**src/hdl/lbps_pkg.sv**
```systemverilog
// ----------------------------------------------------------------------------
// lbps_pkg: shared types and constants of the led blink pattern sequencer
// Operation and mode codes, and the widths of the stream words.
// ----------------------------------------------------------------------------
`default_nettype none

package lbps_pkg;

    // operation codes carried on the input tuser
    typedef enum logic [1:0] {
        OP_TICK     = 2'd0,
        OP_SET_MODE = 2'd1,
        OP_WRITE    = 2'd2,
        OP_NOP      = 2'd3
    } t_op;

    // pin modes
    typedef enum logic [1:0] {
        MODE_OFF   = 2'd0,
        MODE_ON    = 2'd1,
        MODE_BLINK = 2'd2,
        MODE_ONCE  = 2'd3
    } t_mode;

    // field widths
    localparam int unsigned OP_W    = 2;
    localparam int unsigned MODE_W  = 2;
    localparam int unsigned INDEX_W = 5;
    localparam int unsigned DUR_W   = 16;

    // number of addressable entries, fixed by the entry index width
    localparam int unsigned INDEX_SPAN = 1 << INDEX_W;

    // stream word widths, padded to whole bytes
    localparam int unsigned IN_DATA_W  = 24;
    localparam int unsigned OUT_DATA_W = 8;

endpackage : lbps_pkg

`default_nettype wire

```
**src/hdl/led_blink_pattern_sequencer.sv**
```systemverilog
// ----------------------------------------------------------------------------
// led_blink_pattern_sequencer: one-pin blink pattern sequencer
// Tick, mode-set and pattern-write words update the sequencer state and each
// word returns the pin level and mode that hold after it.
// ----------------------------------------------------------------------------
// Takes one word per clock cycle while the output keeps up and returns one
// result word per input word, offered from the output register and held until
// the output side takes it. A word is held in an input register, the state
// update (pattern store reads, a 16-bit decrement and compares) runs in that
// cycle, and the result is held in an output register; with the output stalled
// the input register absorbs one more word before o_s_axis_tready drops. The
// pattern store sits in flip-flops that reset clears at once, so the block is
// ready right after reset. Entries past the stored range are never read; the
// pattern ends there or at the first zero entry.
`default_nettype none

module led_blink_pattern_sequencer
    import lbps_pkg::*;
#(
    parameter int unsigned PATTERN_LEN = 32
) (
    input  wire                   i_clk,
    input  wire                   i_rst_n,
    // input words
    input  wire                   i_s_axis_tvalid,
    output logic                  o_s_axis_tready,
    // new_mode [1:0], entry_index [6:2], entry_duration [22:7], zero [23]
    input  wire  [IN_DATA_W-1:0]  i_s_axis_tdata,
    // operation [1:0]
    input  wire  [OP_W-1:0]       i_s_axis_tuser,
    // result words
    output logic                  o_m_axis_tvalid,
    input  wire                   i_m_axis_tready,
    // pin_level [0], current_mode [2:1], zero [7:3]
    output logic [OUT_DATA_W-1:0] o_m_axis_tdata
);

    // only the writable part of the pattern is stored
    localparam int unsigned STORE_DEPTH =
        (PATTERN_LEN < INDEX_SPAN) ? PATTERN_LEN : INDEX_SPAN;
    localparam int unsigned POS_W = $clog2(STORE_DEPTH);

    // input register
    logic                 r_in_vld;
    t_op                  r_in_op;
    t_mode                r_in_mode;
    logic [INDEX_W-1:0]   r_in_idx;
    logic [DUR_W-1:0]     r_in_dur;

    // sequencer state
    t_mode                r_mode,  n_mode;
    logic [POS_W-1:0]     r_pos,   n_pos;
    logic [DUR_W-1:0]     r_left,  n_left;
    logic [DUR_W-1:0]     r_store [STORE_DEPTH];

    // result register
    logic                 r_out_vld;
    logic                 r_out_level, n_level;
    t_mode                r_out_mode;

    logic                 adv;
    logic                 wr_en;
    logic [POS_W:0]       step_next;
    logic [DUR_W-1:0]     step_dur;
    logic                 step_end;
    logic [DUR_W-1:0]     left_dec;

    // handshake: the stage moves when the result register is free or drains
    assign adv             = r_in_vld && (!r_out_vld || i_m_axis_tready);
    assign o_s_axis_tready = !r_in_vld || adv;

    // input register
    always_ff @(posedge i_clk) begin
        if (!i_rst_n) begin
            r_in_vld <= 1'b0;
        end else if (o_s_axis_tready) begin
            r_in_vld <= i_s_axis_tvalid;
        end
    end

    always_ff @(posedge i_clk) begin
        if (o_s_axis_tready && i_s_axis_tvalid) begin
            r_in_op   <= t_op'(i_s_axis_tuser);
            r_in_mode <= t_mode'(i_s_axis_tdata[MODE_W-1:0]);
            r_in_idx  <= i_s_axis_tdata[MODE_W +: INDEX_W];
            r_in_dur  <= i_s_axis_tdata[MODE_W+INDEX_W +: DUR_W];
        end
    end

    // next position and its duration, end of list on zero or end of store
    assign step_next = {1'b0, r_pos} + {{POS_W{1'b0}}, 1'b1};
    assign step_dur  = r_store[step_next[POS_W-1:0]];
    assign step_end  = (32'(step_next) >= STORE_DEPTH) || (step_dur == '0);
    assign left_dec  = (r_left != '0) ? (r_left - DUR_W'(1)) : r_left;

    // pattern write, ignored past the pattern length
    assign wr_en = adv && (r_in_op == OP_WRITE) && (32'(r_in_idx) < PATTERN_LEN);

    // state update for the word in the input register
    always_comb begin
        n_mode = r_mode;
        n_pos  = r_pos;
        n_left = r_left;
        case (r_in_op)
            OP_TICK: begin
                if (r_mode == MODE_BLINK || r_mode == MODE_ONCE) begin
                    n_left = left_dec;
                    if (left_dec == '0) begin
                        if (step_end) begin
                            n_pos  = '0;
                            n_left = r_store[0];
                            if (r_mode == MODE_ONCE) begin
                                n_mode = MODE_OFF;
                            end
                        end else begin
                            n_pos  = step_next[POS_W-1:0];
                            n_left = step_dur;
                        end
                    end
                end
            end
            OP_SET_MODE: begin
                if (r_in_mode != r_mode) begin
                    n_mode = r_in_mode;
                    if (r_in_mode == MODE_BLINK || r_in_mode == MODE_ONCE) begin
                        n_pos  = '0;
                        n_left = r_store[0];
                    end
                end
            end
            OP_WRITE: begin
                if (32'(r_in_idx) < PATTERN_LEN) begin
                    n_pos = '0;
                end
            end
            default: begin
            end
        endcase

        // pin level from the updated state
        case (n_mode)
            MODE_ON:    n_level = 1'b1;
            MODE_BLINK: n_level = ~n_pos[0];
            MODE_ONCE:  n_level = ~n_pos[0];
            default:    n_level = 1'b0;
        endcase
    end

    // state registers
    always_ff @(posedge i_clk) begin
        if (!i_rst_n) begin
            r_mode <= MODE_OFF;
            r_pos  <= '0;
            r_left <= '0;
        end else if (adv) begin
            r_mode <= n_mode;
            r_pos  <= n_pos;
            r_left <= n_left;
        end
    end

    // pattern store, empty after reset
    always_ff @(posedge i_clk) begin
        if (!i_rst_n) begin
            for (int i = 0; i < STORE_DEPTH; i++) begin
                r_store[i] <= '0;
            end
        end else if (wr_en) begin
            r_store[r_in_idx[POS_W-1:0]] <= r_in_dur;
        end
    end

    // result register
    always_ff @(posedge i_clk) begin
        if (!i_rst_n) begin
            r_out_vld <= 1'b0;
        end else if (adv) begin
            r_out_vld <= 1'b1;
        end else if (i_m_axis_tready) begin
            r_out_vld <= 1'b0;
        end
    end

    always_ff @(posedge i_clk) begin
        if (adv) begin
            r_out_level <= n_level;
            r_out_mode  <= n_mode;
        end
    end

    assign o_m_axis_tvalid = r_out_vld;
    assign o_m_axis_tdata  = {{(OUT_DATA_W-MODE_W-1){1'b0}}, r_out_mode, r_out_level};

    // checks

    // position stays inside the stored pattern
    a_pos_range: assert property (@(posedge i_clk) disable iff (!i_rst_n)
        32'(r_pos) < STORE_DEPTH)
        else $error("step position beyond pattern store");

    // a word in the input register is not lost while the output stalls
    a_in_hold: assert property (@(posedge i_clk) disable iff (!i_rst_n)
        r_in_vld && !adv |=> r_in_vld)
        else $error("input word dropped during stall");

    // off and on modes drive fixed levels
    a_fixed_level: assert property (@(posedge i_clk) disable iff (!i_rst_n)
        r_out_vld && (r_out_mode == MODE_OFF || r_out_mode == MODE_ON)
        |-> (r_out_level == (r_out_mode == MODE_ON)))
        else $error("pin level does not match fixed mode");

    // result state matches the sequencer state it was taken from
    a_out_mode: assert property (@(posedge i_clk) disable iff (!i_rst_n)
        adv |=> (r_out_mode == r_mode))
        else $error("result mode differs from sequencer mode");

endmodule : led_blink_pattern_sequencer

`default_nettype wire
```
**config.mk**
```make
export PLATFORM = sky130hd
export DESIGN_NAME = led_blink_pattern_sequencer
export DESIGN_NICKNAME = d
export VERILOG_FILES = /design/src/hdl/lbps_pkg.sv /design/src/hdl/led_blink_pattern_sequencer.sv
export SDC_FILE = /design/constraint.sdc
export NUM_CORES = 1
export LEC_CHECK = 0
export BUFFER_PORTS_ARGS = -buffer_cell sky130_fd_sc_hd__buf_2
export CORE_MARGIN = 2
export CORE_UTILIZATION = 30
export DETAILED_ROUTE_END_ITERATION = 8
export REMOVE_ABC_BUFFERS = 1
export SLEW_MARGIN = 20
export SYNTH_ARGS = -nofsm -noshare
export SYNTH_HDL_FRONTEND = slang
export SYNTH_SLANG_ARGS = --single-unit
```
**constraint.sdc**
```tcl
create_clock -name i_clk -period 9.26 [get_ports i_clk]
set_clock_uncertainty 0.2 [all_clocks]
set_input_delay 0.926 -clock i_clk [delete_from_list [all_inputs] [get_ports i_clk]]
set_output_delay 0.926 -clock i_clk [all_outputs]
set_load 0.1 [all_outputs]
```
# Yosys cells after proc, flatten, opt, wreduce, memory -nomap -nowiden
# Memory sizes are Yosys's and may differ from the RTL's.
# Index checks and enable logic that the tools add are counted.
[word_totals]
ff_bits = 53
latchBits = 0
mem_bits_rw = 512
romBits = 0
inputBits = 30
out_inout_bits = 10
elab_cells = 81
mem_count = 1
[op_classes]
add_sub_neg = 2
mul = 0
n_div = 0
magnitude_cmp = 1
n_eq_ne = 14
n_shift = 0
n_mux = 29
n_bitwise = 1
reduce_logical = 21
[mem_list]
columns = ["memory", "depth", "width", "rd", "rd_ports_with_merged_regs", "wr", "line_no", "source"]
rows = [
  ["r_store", 32, 16, 2, 0, 32, "led_blink_pattern_sequencer.sv:54", "logic [DUR_W-1:0] r_store [STORE_DEPTH];"],
]
[ops]
columns = ["operator", "n"]
rows = [
  ["$mux W16", 7],
  ["$logic_not A16 Y1", 2],
  ["$pmux W16 S2", 1],
  ["$mux W5", 6],
  ["$reduce_bool A16 Y1", 1],
  ["$reduce_or A16 Y1", 1],
  ["$sub A16 B1 Y16 const B", 1],
  ["$pmux W5 S3", 1],
  ["$eq A2 B2 Y1 const B", 7],
  ["$mux W2", 5],
  ["$ne A2 B2 Y1 const B", 4],
  ["$mux W1", 7],
  ["$add A5 B1 Y6 const B", 1],
  ["$ge A6 B6 Y1 const B", 1],
  ["$reduce_and A6 Y1", 1],
  ["$logic_or A1 B1 Y1", 5],
  ["$reduce_and A5 Y1", 1],
  ["$eq A2 B1 Y1 const B", 2],
  ["$pmux W2 S2", 1],
  ["$reduce_bool A2 Y1", 2],
  ["$logic_and A1 B1 Y1", 3],
  ["$reduce_bool A3 Y1", 1],
  ["$logic_not A1 Y1", 2],
  ["$logic_not A2 Y1", 1],
  ["4 further kinds", 4],
]

# Longest topological paths before layout
# Gate-level depths: netlist of the first run.
# An unclocked memory read counts as a cell.
[logic_depth]
ltp_word = 11
ltp_mapped = 15
mapped_depth_nobuf = 12

# Worst setup path after synthesis of the first run
# Ideal clock, no wire load.
[synth_timing]
kind = "input to register"
start = "input i_m_axis_tready"
end = "memory r_store[24][0] (enable)"
setup_ns = 0.411
t_arrival_ns = 3.390
required_ns = 8.649
setup_slack_ns = 5.258
cell_stages = 7
n_path_buf = 2
path_cell_list = "nor2b_1 -> nand2b_1 -> or3_1 -> or3_1 -> clkbuf_1 -> clkbuf_1 -> o21ai_0"
[synth_rtl]
columns = ["element", "line_no", "source"]
rows = [
  ["start, declared", "led_blink_pattern_sequencer.sv:33", "input wire i_m_axis_tready,"],
  ["end, declared", "led_blink_pattern_sequencer.sv:54", ""],
]

==> results.ini, run 1 <==
[run_status]
outcome=complete, no violations

[floorplanning]
ios=40
rows=109
die_w_um=302
dieArea_mm2=0.0909
start_util=0.301
core_area_mm2=0.0881
die-height_um=302

[setup_path]
critPathTopFamily=buffers and inverters
path_buf_inv=3
cp_slowest_cell=buf_4
cp.arrival_ns=5.66
start_kind=flop
cp_cell_sequence=buf_4 -> buf_4 -> mux4_2 -> mux2i_1 -> a32o_1 -> a21oi_1 -> nor4_1 -> a31oi_2 -> buf_4 -> o311ai_1 -> nand2_1 -> mux2_2
crit_path_end_kind=flop
max_stage_delay_ns=0.80
criticalPathCategory=flop to flop
worstPathRequired_ns=9.44
crit_fanout=42
path_common_cell=buf_4

[route]
dr.pass1.iters=7
viasPerCell=5.04
drcViolationCount=0
wl_per_cell_um=22.5
drt-total-wl_um=69600
dr.first_iter.drc_count=1426
vias=15549
drt.antenna.violating_nets=0

[logic_synthesis]
netlist_area_mm2=0.0266
synth_cell_types=71
seq_area_frac_synth=0.630
ys.flop_type=edfxtp_1
avgSynthCellArea_um2=14.1
ys_warn_count=0
synth_cells=1880
async_flop_share=0
ys_ff_latch=565
synth-edff-count=540

[cells_and_area]
final_nets=1909
final_common_cell=edfxtp_1
drive_above_1_share=0.180
layout.cells.most_common_list=edfxtp_1 (540), and2_1 (514), mux4_2 (128)
area_growth_syn_to_layout_pct=12.7
design_area_mm2=0.0299

[power_and_ir_drop]
p_leak_nw=10.4
p_per_area_mw_per_mm2=183
irDropWorstVdd_mv=0.172

[timing]
fmax_mhz=183
period_share=0.592
finalSetupViolations=0
fin_crit_ns=5.48
timing_hold_violations_final=0
rsz0062_at_grt=no
holdWs_ns=0.260
finalMaxSlewViolations=0
worstMarginPinSlew_ns=1.16
relSlewSlack=0.226

[grt]
overflow=0
track_usage=0.152
grt_antenna_before_repair=0
grt_pass1_wl_um=103000
grt_max_degree=70
grt_pass1_vias=15597

[cts]
ctsResizeCount=0
cts_tree=built
cts_made_buffers=57
cts_sinks=565
hold_buffers=0
post_cts_buffers=0
ctsLongestPathBuffers=3
clk_latency_ns=0.64
root_buffer=clkbuf_16
clk_pin_slew_ns=0.06
htreeDepth=2

[place]
gp_congestion=0.846
dpl.hpwl_um=42600
io_buffers=33
placed_area_mm2=0.0280

[hold_path]
hold_class=primary input to flop

[flow_run]
cap_violations=0

-- kinds of logic (layout without fill, tap and decap cells) --
| group | count (synthesis) | count (layout) | synth area share |
|---|---|---|---|
| simple gates | 754 | 754 | 0.166 |
| flops | 565 | 565 | 0.630 |
| compound gates | 208 | 208 | 0.0520 |
| buf+inv | 181 | 217 | 0.0280 |
| mux | 160 | 160 | 0.121 |
| xor+xnor | 9 | 9 | 0.00297 |
| fa+ha+maj | 2 | 2 | 0.000942 |
| other cells | 1 | 6 | 0.000141 |
-- synth_stat cells, types with 6 or more instances --
cell type  count  area share
edfxtp_1     540        0.61
and2_1       515        0.12
mux4_2       128        0.11
clkbuf_1     121       0.017
nor2_1        83       0.012
o21ai_0       77       0.015
nand2_1       55      0.0078
a21oi_1       32      0.0060
mux2i_1       31       0.012
a32o_1        27       0.010
dfxtp_1       25       0.019
inv_1         25      0.0035
nor2b_1       22      0.0052
buf_2         21      0.0040
a21boi_0      16      0.0045
nor3_1        15      0.0028
nor4_1        13      0.0031
nand3_1       10      0.0019
buf_4          8      0.0023
nand2b_1       6      0.0014
or3_1          6      0.0014
xor2_1         6      0.0020
-- worst register-to-register path: stages, from the launching register on --
cell and delay [ns]:
dfxtp_4 0.65, buf_4 0.84, buf_4 0.68, mux4_2 0.63, mux2i_1 0.34, a32o_1 0.28
a21oi_1 0.14, nor4_1 0.39, a31oi_2 0.13, buf_4 0.25, o311ai_1 0.29, nand2_1 0.14
mux2_2 0.27
-- routing by layer --
| layer | global-route usage | part of all wire | vias up |
|---|---|---|---|
| met1 | 0.207 | 0.42 | 7981 |
| met2 | 0.254 | 0.49 | 554 |
| met3 | 0.0199 | 0.064 | 97 |
| met5 | 0 | 0 | - |
| met4 | 0.0438 | 0.024 | 0 |
| li1 | - | - | 6917 |
-- path summary, 6_finish.rpt --
kind | cells past startpoint | endpoint | slack (ns) | startpoint
hold / removal | 1 | r_in_dur[11]$_DFFE_PP_ | 0.26 | i_s_axis_tdata[18]
hold reg to reg | 1 | r_mode[1]$_SDFFE_PN0P_ | 0.32 | r_mode[1]$_SDFFE_PN0P_
setup / recovery | 12 | r_out_level$_DFFE_PP_ | 3.78 | flop
setup reg to reg | 12 | r_out_level$_DFFE_PP_ | 3.78 | flop
-- power by group --
| group | switching [W] | internal (W) |
|---|---|---|
| combinational | 0.000206 | 0.0000840 |
| sequential | 0.0000327 | 0.00287 |
| clock | 0.00100 | 0.00127 |
| total | 0.00124 | 0.00423 |
-- state kept, by name, indices dropped and copies added (netlist names), named ones only --
| signal | flops |
|---|---|
| r_store | 512 |
| r_in_dur | 16 |
| r_left | 16 |
| r_in_idx | 5 |
| r_pos | 4 |
| r_in_mode | 2 |
| r_in_op | 2 |
| r_mode | 2 |
| r_out_mode | 2 |
| o_m_axis_tvalid | 1 |
| r_in_vld | 1 |
| r_out_level | 1 |
-- area by class of cell --
type / instances / area [um2]
multi-input cells: 1138 / 9230
flip-flops and latches: 565 / 16700
fillers: 8547 / 58200
inverters: 25 / 93.8
diodes: 1 / 2.50
clock buffers: 69 / 1470
repair buffers: 90 / 616
clock inverters: 33 / 325
well taps: 1165 / 1460
-- through the flow --
step                utilization  setup slack, ns  instances  power (W)  setup TNS, ns
floorplan                     -            -2.97       1728    0.00312         -65.38
global placement          0.318             3.75       2980    0.00324              0
detailed placement        0.318             3.77       2981    0.00325              0
CTS                       0.339             3.75       3083    0.00552              0
global route              0.340             3.37       3085    0.00563              0
finish                    0.340             3.78       3086    0.00547              0
No activity file was read; power rests on OpenSTA's default activity.
==> run 2, diff against run 1 <==
ABC_AREA = 1   (was unset)
clock period = 5.3 ns   (was 9.26 ns; I/O delays follow)
==> run 2 against run 1 <==
  * Critical path depth grew 8
  * Synthesized cell count grew 62%
  * Non-clock buffer count grew 31
  * Final cell count grew 37%
  * Critical endpoint unchanged
==> results.ini, run 2 <==
[setup_path]
crit_path_end_kind=flop  ; unchanged
path_common_cell=nand2_1  ; was buf_4
crit_fanout=45  ; was 42
cp_slowest_cell=dfxtp_4  ; was buf_4
cp.arrival_ns=4.60  ; was 5.66 ns
critPathTopFamily=simple AND/OR/NAND/NOR gates  ; was buffers and inverters
criticalPathCategory=flop to flop  ; unchanged
max_stage_delay_ns=0.69  ; was 0.80 ns
path_buf_inv=2  ; was 3
start_kind=flop  ; unchanged
worstPathRequired_ns=5.48  ; was 9.44 ns
cp_cell_sequence=ha_4 -> inv_4 -> buf_12 -> nor2_1 -> o21ai_0 -> nand3_1 -> nand3_1 -> nand2_1 -> nand2_1 -> nand2_1 -> nor2_1 -> nand2_1 -> nor2_1 -> nand2_1 -> nand2_4 -> nand2_1 -> a21boi_2 -> nand2_1 -> nand3_1 -> nand2_1  ; was buf_4 -> buf_4 -> mux4_2 -> mux2i_1 -> a32o_1 -> a21oi_1 -> nor4_1 -> a31oi_2 -> buf_4 -> o311ai_1 -> nand2_1 -> mux2_2

[cells_and_area]
antenna_cells=0  ; was 1
drive_above_1_share=0.0637  ; was 0.180
largest-register=r_store  ; unchanged
fillCellCount=8980  ; was 8547
reg_top3=r_store: 512 flops, r_in_dur: 16 flops, r_left: 16 flops  ; unchanged
area_growth_syn_to_layout_pct=12.7  ; about the same
seqCellArea_mm2=0.0167  ; unchanged
multi_input_area_mm2=0.00865  ; was 0.00923 mm2
layout.cells.most_common_list=nand2_1 (837), nor2_1 (744), edfxtp_1 (540)  ; was edfxtp_1 (540), and2_1 (514), mux4_2 (128)
final_nets=3059  ; was 1909
largest_reg_flops=512  ; unchanged
final_common_cell=nand2_1  ; was edfxtp_1
fin_util=0.342  ; was 0.340
instances_no_fill=4240  ; was 3086

[timing]
worstMarginPinSlew_ns=1.04  ; was 1.16 ns
holdWs_ns=0.280  ; was 0.260 ns
rsz0062_at_grt=no  ; unchanged
fin_crit_ns=4.42  ; was 5.48 ns
fin_ws_ns=0.880  ; was 3.78 ns
finalMaxSlewViolations=0  ; unchanged
timing_hold_violations_final=0  ; unchanged
period_share=0.834  ; was 0.592
finalSetupViolations=0  ; unchanged
relSlewSlack=0.300  ; was 0.226
fmax_mhz=226  ; was 183 MHz

[floorplanning]
die_w_um=304  ; was 302 um
dieArea_mm2=0.0923  ; was 0.0909 mm2
rows=109  ; unchanged
die-height_um=304  ; was 302 um
core_area_mm2=0.0888  ; was 0.0881 mm2
start_util=0.304  ; was 0.301
ios=40  ; unchanged

[route]
vias=20553  ; was 15549
drt.antenna.violating_nets=0  ; unchanged
dr.pass1.iters=6  ; was 7
wl_per_cell_um=18.2  ; was 22.5 um
drt-total-wl_um=77300  ; was 69600 um
dr.first_iter.drc_count=2238  ; was 1426
viasPerCell=4.85  ; was 5.04
drcViolationCount=0  ; unchanged

[cts]
ctsLongestPathBuffers=3  ; unchanged
cts_tree=built  ; unchanged
ctsResizeCount=0  ; unchanged
clk_latency_ns=0.66  ; was 0.64 ns
clk_pin_slew_ns=0.06  ; about the same
root_buffer=clkbuf_16  ; unchanged
cts_made_buffers=61  ; was 57
htreeDepth=2  ; unchanged
cts_sinks=565  ; unchanged

[grt]
grt_max_degree=140  ; was 70
grt_pass1_vias=19459  ; was 15597
track_usage=0.164  ; was 0.152
grt_antenna_before_repair=0  ; unchanged
overflow=0  ; unchanged
grt_pass1_wl_um=117000  ; was 103000 um

[logic_synthesis]
ys_warn_count=0  ; unchanged
async_flop_share=0  ; unchanged
synth-edff-count=540  ; unchanged
synthTopCellsByCount=nand2_1 (837), nor2_1 (745), edfxtp_1 (540)  ; was edfxtp_1 (540), and2_1 (515), mux4_2 (128)
netlist_area_mm2=0.0270  ; was 0.0266 mm2
synth_cell_types=36  ; was 71
avgSynthCellArea_um2=8.85  ; was 14.1 um2
seq_area_frac_synth=0.620  ; was 0.630
synth_top_area_cell=edfxtp_1  ; unchanged
synthTopCellsByArea=edfxtp_1 (60%), nand2_1 (12%), nor2_1 (10%)  ; was edfxtp_1 (61%), and2_1 (12%), mux4_2 (11%)
synth_top_area_frac=0.601  ; was 0.611
ys.flop_type=edfxtp_1  ; unchanged
synth_cells=3049  ; was 1880
yosysMostFrequentCell=nand2_1  ; was edfxtp_1
ys_ff_latch=565  ; unchanged

[place]
io_buffers=33  ; unchanged
dp_cells=4101  ; was 2981
gp_congestion=0.894  ; was 0.846
place_ws_ns=0.951  ; was 3.77 ns
dpl.hpwl_um=45000  ; was 42600 um

[run_status]
outcome=complete, no violations  ; unchanged

[power_and_ir_drop]
p_per_area_mw_per_mm2=343  ; was 183 mW/mm2
p_leak_nw=12.7  ; was 10.4 nW
total_power_w=0.0104  ; was 0.00547 W
irDropWorstVdd_mv=0.245  ; was 0.172 mV

[hold_path]
hold_class=flop to flop  ; was primary input to flop

[flow_run]
cap_violations=0  ; unchanged

## run 2: where the power goes
group | switching (W) | internal, W | leakage (nW)
Combinational | 0.000926 | 0.000319 | 5.92
Clock | 0.00183 | 0.00228 | 0.930
Sequential | 0.0000551 | 0.00503 | 5.82
Total | 0.00281 | 0.00763 | 12.7
## run 2: final timing paths
kind                                               from                 endpoint  slack (ns)  cells past startpoint
worst max-delay path                               flop    r_out_level$_DFFE_PP_        0.88                     20
worst min-delay path            r_left[14]$_SDFFE_PN0P_  r_left[14]$_SDFFE_PN0P_        0.28                      2
worst max register to register                     flop    r_out_level$_DFFE_PP_        0.88                     20
worst min register to register  r_left[14]$_SDFFE_PN0P_  r_left[14]$_SDFFE_PN0P_        0.28                      2
## run 2: area by class of cell
cell class	count	share of cell area
clock inverter	40	0.0105
multi-input combinational	2088	0.285
timing repair buffer	121	0.0311
sequential	565	0.550
inverter	190	0.0238
tap	1165	0.0479
clock buffer	71	0.0521
## run 2: cells by family (layout without fill, tap and decap cells)
| group | Yosys count | in the layout | synth area share |
|---|---|---|---|
| AO/OA/AOI/OAI | 153 | 153 | 0.0294 |
| XOR/XNOR | 12 | 12 | 0.00487 |
| adder cells (fa/ha/maj) | 2 | 2 | 0.000927 |
| buffers and inverters | 400 | 422 | 0.0610 |
| flip-flops | 565 | 565 | 0.620 |
| other | 1 | 5 | 0.000139 |
| AND/OR/NAND/NOR | 1916 | 1916 | 0.284 |
## run 2: through the flow
step	area, um2	TNS [ns]
floorplan	26100	-138.61
finish	30400	0
detailed placement	28200	0
CTS	30400	0
global route	30400	0
global placement	28200	0
## run 2: per-layer routing
layer / vias to the layer above / routed length (um) / GRT usage
met3: 124 / 6070 / 0.0255
li1: 9830 / - / -
met4: 0 / 2310 / 0.0540
met2: 814 / 35800 / 0.265
met5: - / 0 / 0
met1: 9785 / 33100 / 0.225
## run 2: tightest hold or removal path, stage by stage (launching register included)
cell	delay, ns
dfxtp_1	0.31
nand2_1	0.06
a21oi_1	0.06
## run 2: timing repair
action	CTS	global route
buffers inserted	0	0
hold buffers	28	0
hold endpoints to repair	27	0
==> run 3, diff against run 2 <==
clock period = 4.6 ns   (was 5.3 ns; I/O delays follow)
==> run 3 against run 2 <==
  * Power rose by 15%
  * Combinational power grew 17%
  * Setup slack got worse by 0.27 ns
  * Wire length rose by 0.21%
  * Die area stayed put
  * Critical path depth unchanged
  * Clock-buffer cell count increased by 6
  * Global-route usage shrank 0.065 points
  * Highest routed layer unchanged
==> results.ini, run 3 (synthesized netlist as in run 2, its figures left out) <==
[route]
drcViolationCount=0  ; unchanged
drt-total-wl_um=77400  ; was 77300 um
dr.first_iter.drc_count=2092  ; was 2238
vias=20551  ; was 20553
drt.antenna.violating_nets=0  ; unchanged
dr.pass1.iters=6  ; unchanged
wl_per_cell_um=18.2  ; about the same
viasPerCell=4.83  ; was 4.85

[floorplanning]
die-height_um=304  ; unchanged
die_w_um=304  ; unchanged
ios=40  ; unchanged
core_area_mm2=0.0888  ; unchanged
rows=109  ; unchanged
dieArea_mm2=0.0923  ; unchanged
start_util=0.304  ; unchanged

[setup_path]
cp_cell_sequence=ha_4 -> inv_4 -> buf_4 -> nor2_1 -> o21ai_0 -> nand3_1 -> nand3_1 -> nand2_1 -> nand2_1 -> nand2_1 -> nor2_1 -> nand2_1 -> nor2_1 -> nand2_1 -> nand2_4 -> nand2_1 -> a21boi_2 -> nand2_1 -> nand3_1 -> nand2_1  ; was ha_4 -> inv_4 -> buf_12 -> nor2_1 -> o21ai_0 -> nand3_1 -> nand3_1 -> nand2_1 -> nand2_1 -> nand2_1 -> nor2_1 -> nand2_1 -> nor2_1 -> nand2_1 -> nand2_4 -> nand2_1 -> a21boi_2 -> nand2_1 -> nand3_1 -> nand2_1
cp_slowest_cell=dfxtp_4  ; unchanged
crit_path_end_kind=flop  ; unchanged
cp.arrival_ns=4.17  ; was 4.60 ns
path_common_cell=nand2_1  ; unchanged
max_stage_delay_ns=0.48  ; was 0.69 ns
start_kind=flop  ; unchanged
criticalPathCategory=flop to flop  ; unchanged
critPathTopFamily=simple AND/OR/NAND/NOR gates  ; unchanged
worstPathRequired_ns=4.78  ; was 5.48 ns
path_buf_inv=2  ; unchanged
crit_fanout=27  ; was 45

[place]
dpl.hpwl_um=46100  ; was 45000 um
io_buffers=33  ; unchanged
gp_congestion=0.898  ; was 0.894
place_ws_ns=0.656  ; was 0.951 ns
placed_area_mm2=0.0284  ; was 0.0282 mm2

[cells_and_area]
final_common_cell=nand2_1  ; unchanged
largest-register=r_store  ; unchanged
largest_reg_flops=512  ; unchanged
area_growth_syn_to_layout_pct=13.2  ; was 12.7%
layout.cells.most_common_list=nand2_1 (837), nor2_1 (744), edfxtp_1 (540)  ; unchanged
reg_top3=r_store: 512 flops, r_in_dur: 16 flops, r_left: 16 flops  ; unchanged
antenna_cells=0  ; unchanged
design_area_mm2=0.0305  ; was 0.0304 mm2
final_nets=3074  ; was 3059
drive_above_1_share=0.0667  ; was 0.0637

[flow_run]
cap_violations=0  ; unchanged

[run_status]
outcome=complete, no violations  ; unchanged

[cts]
post_cts_buffers=0  ; unchanged
ctsResizeCount=0  ; unchanged
cts_made_buffers=60  ; was 61
root_buffer=clkbuf_16  ; unchanged
htreeDepth=2  ; unchanged
cts_tree=built  ; unchanged
hold_buffers=28  ; unchanged
clk_latency_ns=0.66  ; about the same
clk_pin_slew_ns=0.06  ; about the same
ctsLongestPathBuffers=3  ; unchanged
cts_sinks=565  ; unchanged

[power_and_ir_drop]
p_comb_frac=0.121  ; was 0.119
clkPwrFrac=0.392  ; was 0.394
p_per_area_mw_per_mm2=394  ; was 343 mW/mm2
power.switching_w=0.00322  ; was 0.00281 W
irDropWorstVdd_mv=0.295  ; was 0.245 mV
power_frac_seq=0.487  ; about the same
switching_share=0.267  ; was 0.269
p_int_w=0.00881  ; was 0.00763 W
p_leak_nw=12.7  ; about the same

[timing]
timing_hold_violations_final=0  ; unchanged
relSlewSlack=0.325  ; was 0.300
worstMarginPinSlew_ns=1.01  ; was 1.04 ns
fmax_mhz=251  ; was 226 MHz
finalMaxSlewViolations=0  ; unchanged
rsz0062_at_grt=no  ; unchanged
fin_crit_ns=3.99  ; was 4.42 ns
period_share=0.868  ; was 0.834
finalSetupViolations=0  ; unchanged
fin_ws_ns=0.608  ; was 0.880 ns

[hold_path]
hold_class=flop to flop  ; unchanged

[grt]
grt_pass1_wl_um=116000  ; was 117000 um
grt_antenna_before_repair=0  ; unchanged
grt_pass1_vias=19047  ; was 19459
track_usage=0.163  ; was 0.164
overflow=0  ; unchanged
grt_max_degree=99  ; was 140

[run 3: final timing paths]
check / from / end / slack, ns / cells after the start
worst max-delay path: flop / r_out_level$_DFFE_PP_ / 0.61 / 20
worst min-delay path: r_left[14]$_SDFFE_PN0P_ / r_left[14]$_SDFFE_PN0P_ / 0.27 / 2
worst max register to register: flop / r_out_level$_DFFE_PP_ / 0.61 / 20
worst min register to register: r_left[14]$_SDFFE_PN0P_ / r_left[14]$_SDFFE_PN0P_ / 0.27 / 2
[run 3: final cells by class]
cell class                      count  area (um2)
Clock inverter                     30         313
Sequential cell                   565       16700
Fill cell                        8983       58200
Clock buffer                       77        1570
Multi-Input combinational cell   2088        8650
Timing Repair Buffer              137        1120
Tap cell                         1165        1460
Inverter                          190         723
[run 3: power by group through the flow]
stage,registers (W),logic [W],clock network [W]
after floorplan,0.00598,0.000882,0
after global placement,0.00595,0.00143,0
after detailed placement,0.00596,0.00143,0
after CTS,0.00585,0.00145,0.00478
after global routing,0.00587,0.00160,0.00498
final,0.00585,0.00146,0.00472
[run 3: per-layer routing]
layer / global-route usage / routed length [um]
met1: 0.227 / 33800
met2: 0.265 / 36300
met3: 0.0196 / 5080
met4: 0.0517 / 2210
met5: 0 / 0
[run 3: per-stage QoR]
stage | setup TNS, ns | total power (W) | instances | utilization | hold slack, ns
after CTS | 0 | 0.0121 | 4252 | 0.344 | 0.271
after global routing | 0 | 0.0124 | 4252 | 0.344 | 0.288
final | 0 | 0.0120 | 4252 | 0.344 | 0.272
after floorplan | -156.81 | 0.00686 | 2843 | - | 0.245
after global placement | 0 | 0.00738 | 4117 | 0.320 | 0.255
after detailed placement | 0 | 0.00739 | 4117 | 0.320 | 0.262
[run 3: worst register-to-register path, stage by stage (launching register included)]
cell      delay, ns
dfxtp_4        0.48
ha_4           0.35
inv_4          0.37
buf_4          0.28
nor2_1         0.06
o21ai_0        0.08
nand3_1        0.15
nand3_1        0.27
nand2_1        0.10
nand2_1        0.06
nand2_1        0.08
nor2_1         0.09
nand2_1        0.05
nor2_1         0.10
nand2_1        0.25
nand2_4        0.28
nand2_1        0.10
a21boi_2       0.17
nand2_1        0.10
nand3_1        0.09
nand2_1        0.04
